`src/design/swal_pkg.sv`:
```
// ----------------------------------------------------------------------------
// swal_pkg
// Shared widths, defaults, register indexes and controller/datapath
// interface types for the sliding window admission limiter.
// ----------------------------------------------------------------------------
package swal_pkg;

    localparam int WINDOW_MAX_DEF = 1024;
    localparam int NUM_TYPES_DEF  = 1024;

    localparam int ITEM_TYPE_W = 10;
    localparam int CFG_W       = 11;
    localparam int CFG_ADDR_W  = 1;
    localparam int TOTAL_W     = 32;
    localparam int IN_TDATA_W  = 16;
    localparam int OUT_TDATA_W = 32;

    localparam logic [CFG_ADDR_W-1:0] CFG_IDX_WINDOW_SIZE  = 1'b0;
    localparam logic [CFG_ADDR_W-1:0] CFG_IDX_MAX_PER_TYPE = 1'b1;

    localparam logic [CFG_W-1:0] WINDOW_SIZE_RST  = 11'd1024;
    localparam logic [CFG_W-1:0] MAX_PER_TYPE_RST = 11'd1;

    typedef struct packed {
        logic clear_start;
        logic clear_step;
        logic load_item;
        logic win_rd;
        logic old_cnt_rd;
        logic old_cnt_wr;
        logic new_cnt_rd;
        logic commit;
    } swal_cmd_t;

    typedef struct packed {
        logic clear_last;
        logic win_full;
        logic old_kept;
    } swal_status_t;

endpackage

```
`src/design/swal_ctrl.sv`:
```
// ----------------------------------------------------------------------------
// swal_ctrl
// Sequencer: count table clear pass, window slot read, departing count
// decrement, arriving count read, commit, and output valid tracking.
// ----------------------------------------------------------------------------
module swal_ctrl (
    input  logic                  clk,
    input  logic                  rst_n,
    input  logic                  in_valid,
    output logic                  in_ready,
    input  logic                  in_start,
    output logic                  out_valid,
    input  logic                  out_ready,
    output swal_pkg::swal_cmd_t    cmd,
    input  swal_pkg::swal_status_t status
);
    import swal_pkg::*;

    typedef enum logic [6:0] {
        ST_CLEAR  = 7'b0000001,
        ST_IDLE   = 7'b0000010,
        ST_WIN_RD = 7'b0000100,
        ST_OLD_RD = 7'b0001000,
        ST_OLD_WR = 7'b0010000,
        ST_NEW_RD = 7'b0100000,
        ST_UPDATE = 7'b1000000
    } state_t;

    state_t state_reg;
    state_t state_next;
    logic   pend_reg;
    logic   pend_next;
    logic   out_valid_reg;
    logic   out_valid_next;

    always_comb
    begin
        state_next = state_reg;
        pend_next  = pend_reg;
        cmd        = '0;
        unique case (state_reg)
            ST_CLEAR:
            begin
                cmd.clear_step = 1'b1;
                if (status.clear_last)
                begin
                    state_next = pend_reg ? ST_WIN_RD : ST_IDLE;
                    pend_next  = 1'b0;
                end
            end
            ST_IDLE:
            begin
                if (in_valid)
                begin
                    cmd.load_item = 1'b1;
                    if (in_start)
                    begin
                        cmd.clear_start = 1'b1;
                        pend_next       = 1'b1;
                        state_next      = ST_CLEAR;
                    end
                    else
                    begin
                        state_next = ST_WIN_RD;
                    end
                end
            end
            ST_WIN_RD:
            begin
                cmd.win_rd = 1'b1;
                state_next = ST_OLD_RD;
            end
            ST_OLD_RD:
            begin
                if (status.win_full && status.old_kept)
                begin
                    cmd.old_cnt_rd = 1'b1;
                    state_next     = ST_OLD_WR;
                end
                else
                begin
                    state_next = ST_NEW_RD;
                end
            end
            ST_OLD_WR:
            begin
                cmd.old_cnt_wr = 1'b1;
                state_next     = ST_NEW_RD;
            end
            ST_NEW_RD:
            begin
                cmd.new_cnt_rd = 1'b1;
                state_next     = ST_UPDATE;
            end
            ST_UPDATE:
            begin
                if (!out_valid_reg || out_ready)
                begin
                    cmd.commit = 1'b1;
                    state_next = ST_IDLE;
                end
            end
            default:
            begin
                state_next = ST_IDLE;
            end
        endcase
    end

    always_comb
    begin
        if (cmd.commit)
        begin
            out_valid_next = 1'b1;
        end
        else if (out_ready)
        begin
            out_valid_next = 1'b0;
        end
        else
        begin
            out_valid_next = out_valid_reg;
        end
    end

    always_ff @(posedge clk or negedge rst_n)
    begin
        if (!rst_n)
        begin
            state_reg     <= ST_CLEAR;
            pend_reg      <= 1'b0;
            out_valid_reg <= 1'b0;
        end
        else
        begin
            state_reg     <= state_next;
            pend_reg      <= pend_next;
            out_valid_reg <= out_valid_next;
        end
    end

    assign in_ready  = (state_reg == ST_IDLE);
    assign out_valid = out_valid_reg;

endmodule

```
`config.mk`:
```
export PLATFORM = sky130hd
export DESIGN_NAME = swal_ctrl
export DESIGN_NICKNAME = d
export VERILOG_FILES = /design/src/design/swal_pkg.sv /design/src/design/swal_ctrl.sv
export SDC_FILE = /design/constraint.sdc
export NUM_CORES = 1
export LEC_CHECK = 0
export ABC_AREA = 1
export CAP_MARGIN = 20
export CORE_MARGIN = 5
export CORE_UTILIZATION = 40
export DETAILED_ROUTE_END_ITERATION = 16
export DONT_BUFFER_PORTS = 1
export GPL_TIMING_DRIVEN = 0
export SKIP_LAST_GASP = 1
export SLEW_MARGIN = 20
export SYNTH_ARGS = -nofsm -noshare
export SYNTH_HDL_FRONTEND = slang
export SYNTH_SLANG_ARGS = --single-unit
```
`constraint.sdc`:
```
create_clock -name clk -period 2 [get_ports clk]
set_input_delay 0.1 -clock clk [delete_from_list [all_inputs] [get_ports clk]]
set_output_delay 0.1 -clock clk [all_outputs]
set_load 0.005 [all_outputs]
```
# Word level (Yosys, flattened, before mapping)
# Index checks and enable logic that the tools add are counted.
[word_totals]
regBits = 9
output_inout_bits = 10
elab_cells = 47
[classes]
n_eq_ne = 11
mux = 26
n_reduce_logical = 7
[ops]
columns = ["op", "n"]
rows = [
  ["case mux 7 bit (7 select lines)", 1],
  ["2-to-1 mux 7 bit", 3],
  ["2-to-1 mux 1 bit", 18],
  ["equality test 7 x 1 -> 1 bit (second input constant)", 1],
  ["equality test 7 x 2 -> 1 bit (second input constant)", 1],
  ["equality test 7 x 3 -> 1 bit (second input constant)", 1],
  ["equality test 7 x 4 -> 1 bit (second input constant)", 1],
  ["equality test 7 x 5 -> 1 bit (second input constant)", 1],
  ["equality test 7 x 6 -> 1 bit (second input constant)", 1],
  ["equality test 7 bit (second input constant)", 1],
  ["2-to-1 mux 3 bit", 2],
  ["2-to-1 mux 6 bit", 1],
  ["!= test 2 bit (second input constant)", 3],
  ["AND reduction 4 bit", 1],
  ["nonzero test 2 bit", 2],
  ["AND reduction 3 bit", 1],
  ["!= test 2 x 1 -> 1 bit (second input constant)", 1],
  ["case mux 1 bit (2 select lines)", 1],
  ["logical AND 1 bit", 1],
  ["logical NOT 1 bit", 1],
  ["logical OR 1 bit", 1],
]

# Depth between registers and ports, before layout
[logic_depth]
ltp_word = 5
ltp_mapped = 9
depth_no_buf = 9

# Least setup slack after synthesis
# Ideal clock, no wire load.
[synth_path]
path_type = "register -> register"
from = "reg state_reg[0]"
to = "reg state_reg[2]"
setup_ps = 119
t_arrival_ps = 1171
slack_ps = 710
stages_incl_launch_ff = 9
path_buffers = 0
synth_period_minus_slack_ps = 1290
cell_sequence = "dfstp_2 -> inv_1 -> nor2_1 -> nand2_1 -> nor2_4 -> nand2_2 -> nand2_1 -> nor2_1 -> and2_1"
[synth_via]
elab_chain_cells = 3
[synth_rtl]
columns = ["element", "line_no", "source"]
rows = [
  ["start: declaration", "swal_ctrl.sv:29", "state_t state_reg;"],
  ["start signal: assignment", "swal_ctrl.sv:136", "state_reg <= state_next;"],
  ["equality test 7 bit, or another cell as far along", "swal_ctrl.sv:41", "unique case (state_reg)"],
  ["!= test 2 bit (no source line)", "--", ""],
  ["AND reduction 3 bit (no source line)", "--", ""],
]
# Parallel ways exist; a longest one is shown, timed or not.
# A chain may end at the register's enable or synchronous reset.

# Final worst setup path
[layout_path]
from = "reg state_reg[5]"
to = "reg state_reg[0]"
[layout_via]
elab_chain_cells = 3
[layout_rtl]
columns = ["element", "line_no", "source"]
rows = [
  ["equality test 7 x 2 -> 1 bit (*)", "--", ""],
  ["named net in_ready", "swal_ctrl.sv:10", "output logic in_ready,"],
  ["!= test 2 bit (no source line)", "--", ""],
  ["AND reduction 3 bit (no source line)", "--", ""],
]
# The timed path passes the listed nets; every way through them passes the cells marked *.

==> flow_metrics.env <==
export IMPL_yosysUniqueCellTypes=17
export IMPL_cts_tree="done"
export IMPL_hpwlAfterDp_um=839
export IMPL_met1_usage_pct=13.1
export IMPL_chipWidth_um=47.6
export IMPL_cts_resized=0
export IMPL_htreeDepth=1
export IMPL_n_antenna_cell=0
export IMPL_gp_congestion=0.721
export IMPL_async_flop_share_pct=100
export IMPL_grt_use_met2_pct=15.0
export IMPL_netlist_instances=79
export IMPL_drt_wirelength_per_cell_um=10.0
export IMPL_r2r_slack_ns=0.19
export IMPL_path_clk_slew_ns=0.06
export IMPL_clock_path_buffers=2
export IMPL_cpLargestDelayFamily="simple AND/OR/NAND/NOR gates"
export IMPL_synth_area_leaders="dfrtp_1 (35%), nand2_1 (13%), nor2_1 (11%)"
export IMPL_grt_use_total_pct=10.8
export IMPL_yosys_most_used_dff="dfrtp_1"
export IMPL_slew_headroom_pct=72.0
export IMPL_ir_drop_v=0.000682
export IMPL_fin_nets=96
export IMPL_hold_path_class="input pin to flip-flop"
export IMPL_critPathKind="flip-flop to flip-flop"
export IMPL_timing_final_ws_setup_ns=0.193
export IMPL_start_util_pct=42.8
export IMPL_grt_max_degree=10
export IMPL_first_global_vias=398
export IMPL_drv_slew=0
export IMPL_synthTopCellsByCount="nand2_1 (19), nor2_1 (17), inv_1 (10)"
export IMPL_ys_ff_latch=9
export IMPL_arrival_ns=2.01
export IMPL_cp_end_kind="flip-flop"
export IMPL_setup_viol=0
export IMPL_portBuffers=0
export IMPL_num_vias=481
export IMPL_holdWs_ns=0.0116
export IMPL_yosysSeqAreaShare_pct=40.1
export IMPL_max_cap_viol_count=0
export IMPL_firstDrtPassIters=4
export IMPL_finalWirelength_mm=1.02
export IMPL_p_leak_nw=0.337
export IMPL_nFillCells=131
export IMPL_endpoint="state_reg[0]"
export IMPL_required_ns=2.20
export IMPL_ctsHoldBuffers=4
export IMPL_core_um2=1320
export IMPL_grt_pass1_wl_mm=1.61
export IMPL_antenna_left=0
export IMPL_finalHoldViolations=0
export IMPL_gr_usage_met3_pct=6.77
export IMPL_die_h_um=47.6
export IMPL_pre_cts_ws_ns=0.609
export IMPL_synth_nets=87
export IMPL_status="complete, no violations"
export IMPL_cts_buffers=3
export IMPL_ff2ff_path_depth=8
export IMPL_cts_sinks=9
export IMPL_p_total_w=0.000813
export IMPL_path_buf_inv=2
export IMPL_yosys_warnings=0
export IMPL_crit_chain="nor2_4 -> nand2_4 -> nor2_4 -> inv_2 -> nor2_2 -> nand2_1 -> nand2_1 -> dlygate4sd3_1"
export IMPL_synth_most_common_cell="nand2_1"
export IMPL_fin_crit_sh_pct=90.3
export IMPL_tightestPinTransition_ns=0.419
export IMPL_final_util_pct=49.3
export IMPL_fmax_ghz=0.554
export IMPL_multi_input_area_um2=282
export IMPL_synth_top_area_share_pct=35.5
export IMPL_busiest_layer="met2"
export IMPL_tns_ns=0
export IMPL_syn_avg_cell_area_um2=7.14
export IMPL_reg2reg_to="state_reg[0]"
export IMPL_die_area_um2=2260
export IMPL_register_area_um2=226
export IMPL_reg2reg_from="state_reg[5]"
export IMPL_finalClockSkew_ns=0.00483
export IMPL_drt_iter0_markers=9
export IMPL_rsz0062_at_grt="no"
export IMPL_startpoint="state_reg[5]"
export IMPL_fin_crit_ns=1.81
export IMPL_p_per_area_nw_per_um2=1250
export IMPL_route_detailed_drc=0
export IMPL_area_growth_pct=15.1
export IMPL_crit_slowest_cell="dlygate4sd3_1"
export IMPL_synthesis_area_um2=564
export IMPL_start_kind="flip-flop"
export IMPL_post_cts_buffers=0
export IMPL_insertion_delay_ns=0.26
export IMPL_pin_count=18
export IMPL_synth_edf_count=0
export IMPL_vias_per_cell=4.72
export IMPL_antenna_found_initial=0
export IMPL_crit_fanout=7
export IMPL_synth_largest_area_cell="dfrtp_1"
export IMPL_path_depth=8
export IMPL_cts_root_buf="clkbuf_4"
export IMPL_grt_overflow=0
export IMPL_critical_path_max_stage_delay_ns=0.54
export IMPL_drive_gt1_share_pct=21.8
export IMPL_largest_reg_flops=7
export IMPL_fp_row_count=13
power breakdown:
group | switching, W | internal [W]
clock network | 0.0000663 | 0.0000770
logic | 0.000250 | 0.000142
registers | 0.0000429 | 0.000234
total | 0.000359 | 0.000454
placed cells by master (no fill, tap or decap), types with 2 or more instances in the layout:
master / instances
clkbuf_4: 3
dfrtp_1: 8
dlygate4sd3_1: 4
inv_1: 10
inv_2: 3
nand2_1: 19
nand2_2: 3
nand3_1: 3
nor2_1: 17
nor2_2: 2
nor2_4: 4
nor3_1: 2
o22ai_1: 2
layer usage:
layer	wire length, µm	part of all wire (%)	up-vias
met5	0	0	-
met4	11	1.1	0
met3	112	11	2
met2	423	41	17
met1	474	46	208
li1	-	-	254
cell type report:
class / count / area share [%]
buffer: 1 / 1.16
clock buffer: 4 / 4.05
inverter: 13 / 7.51
multi-input combinational: 56 / 43.4
sequential: 9 / 34.9
tap: 15 / 2.89
timing repair buffer: 4 / 6.17
how the worst min path moves through the flow:
stage                         start            to  slack, ns  cells past startpoint
after CTS                 status[1]  state_reg[4]      0.005                      2
after global placement        rst_n  state_reg[5]      -0.20                      0
after global routing      status[1]  state_reg[4]       0.04                      2
after floorplan               rst_n     out_valid      -0.20                      0
after detailed placement      rst_n  state_reg[5]      -0.20                      0
final                     status[1]  state_reg[4]       0.01                      2
through the flow:
step,area [µm²],cells
after floorplan,564,79
after global placement,583,94
after detailed placement,583,94
after CTS,649,102
after global routing,649,102
final,649,102
kinds of logic after synthesis:
family | count (synthesis) | synth area share [%]
and+or+nand+nor | 53 | 46.8
buffers and inverters | 14 | 9.98
DFF | 9 | 40.1
AOI/OAI and AO/OA | 3 | 3.10
Note: power is estimated with default switching activity, not from simulation.
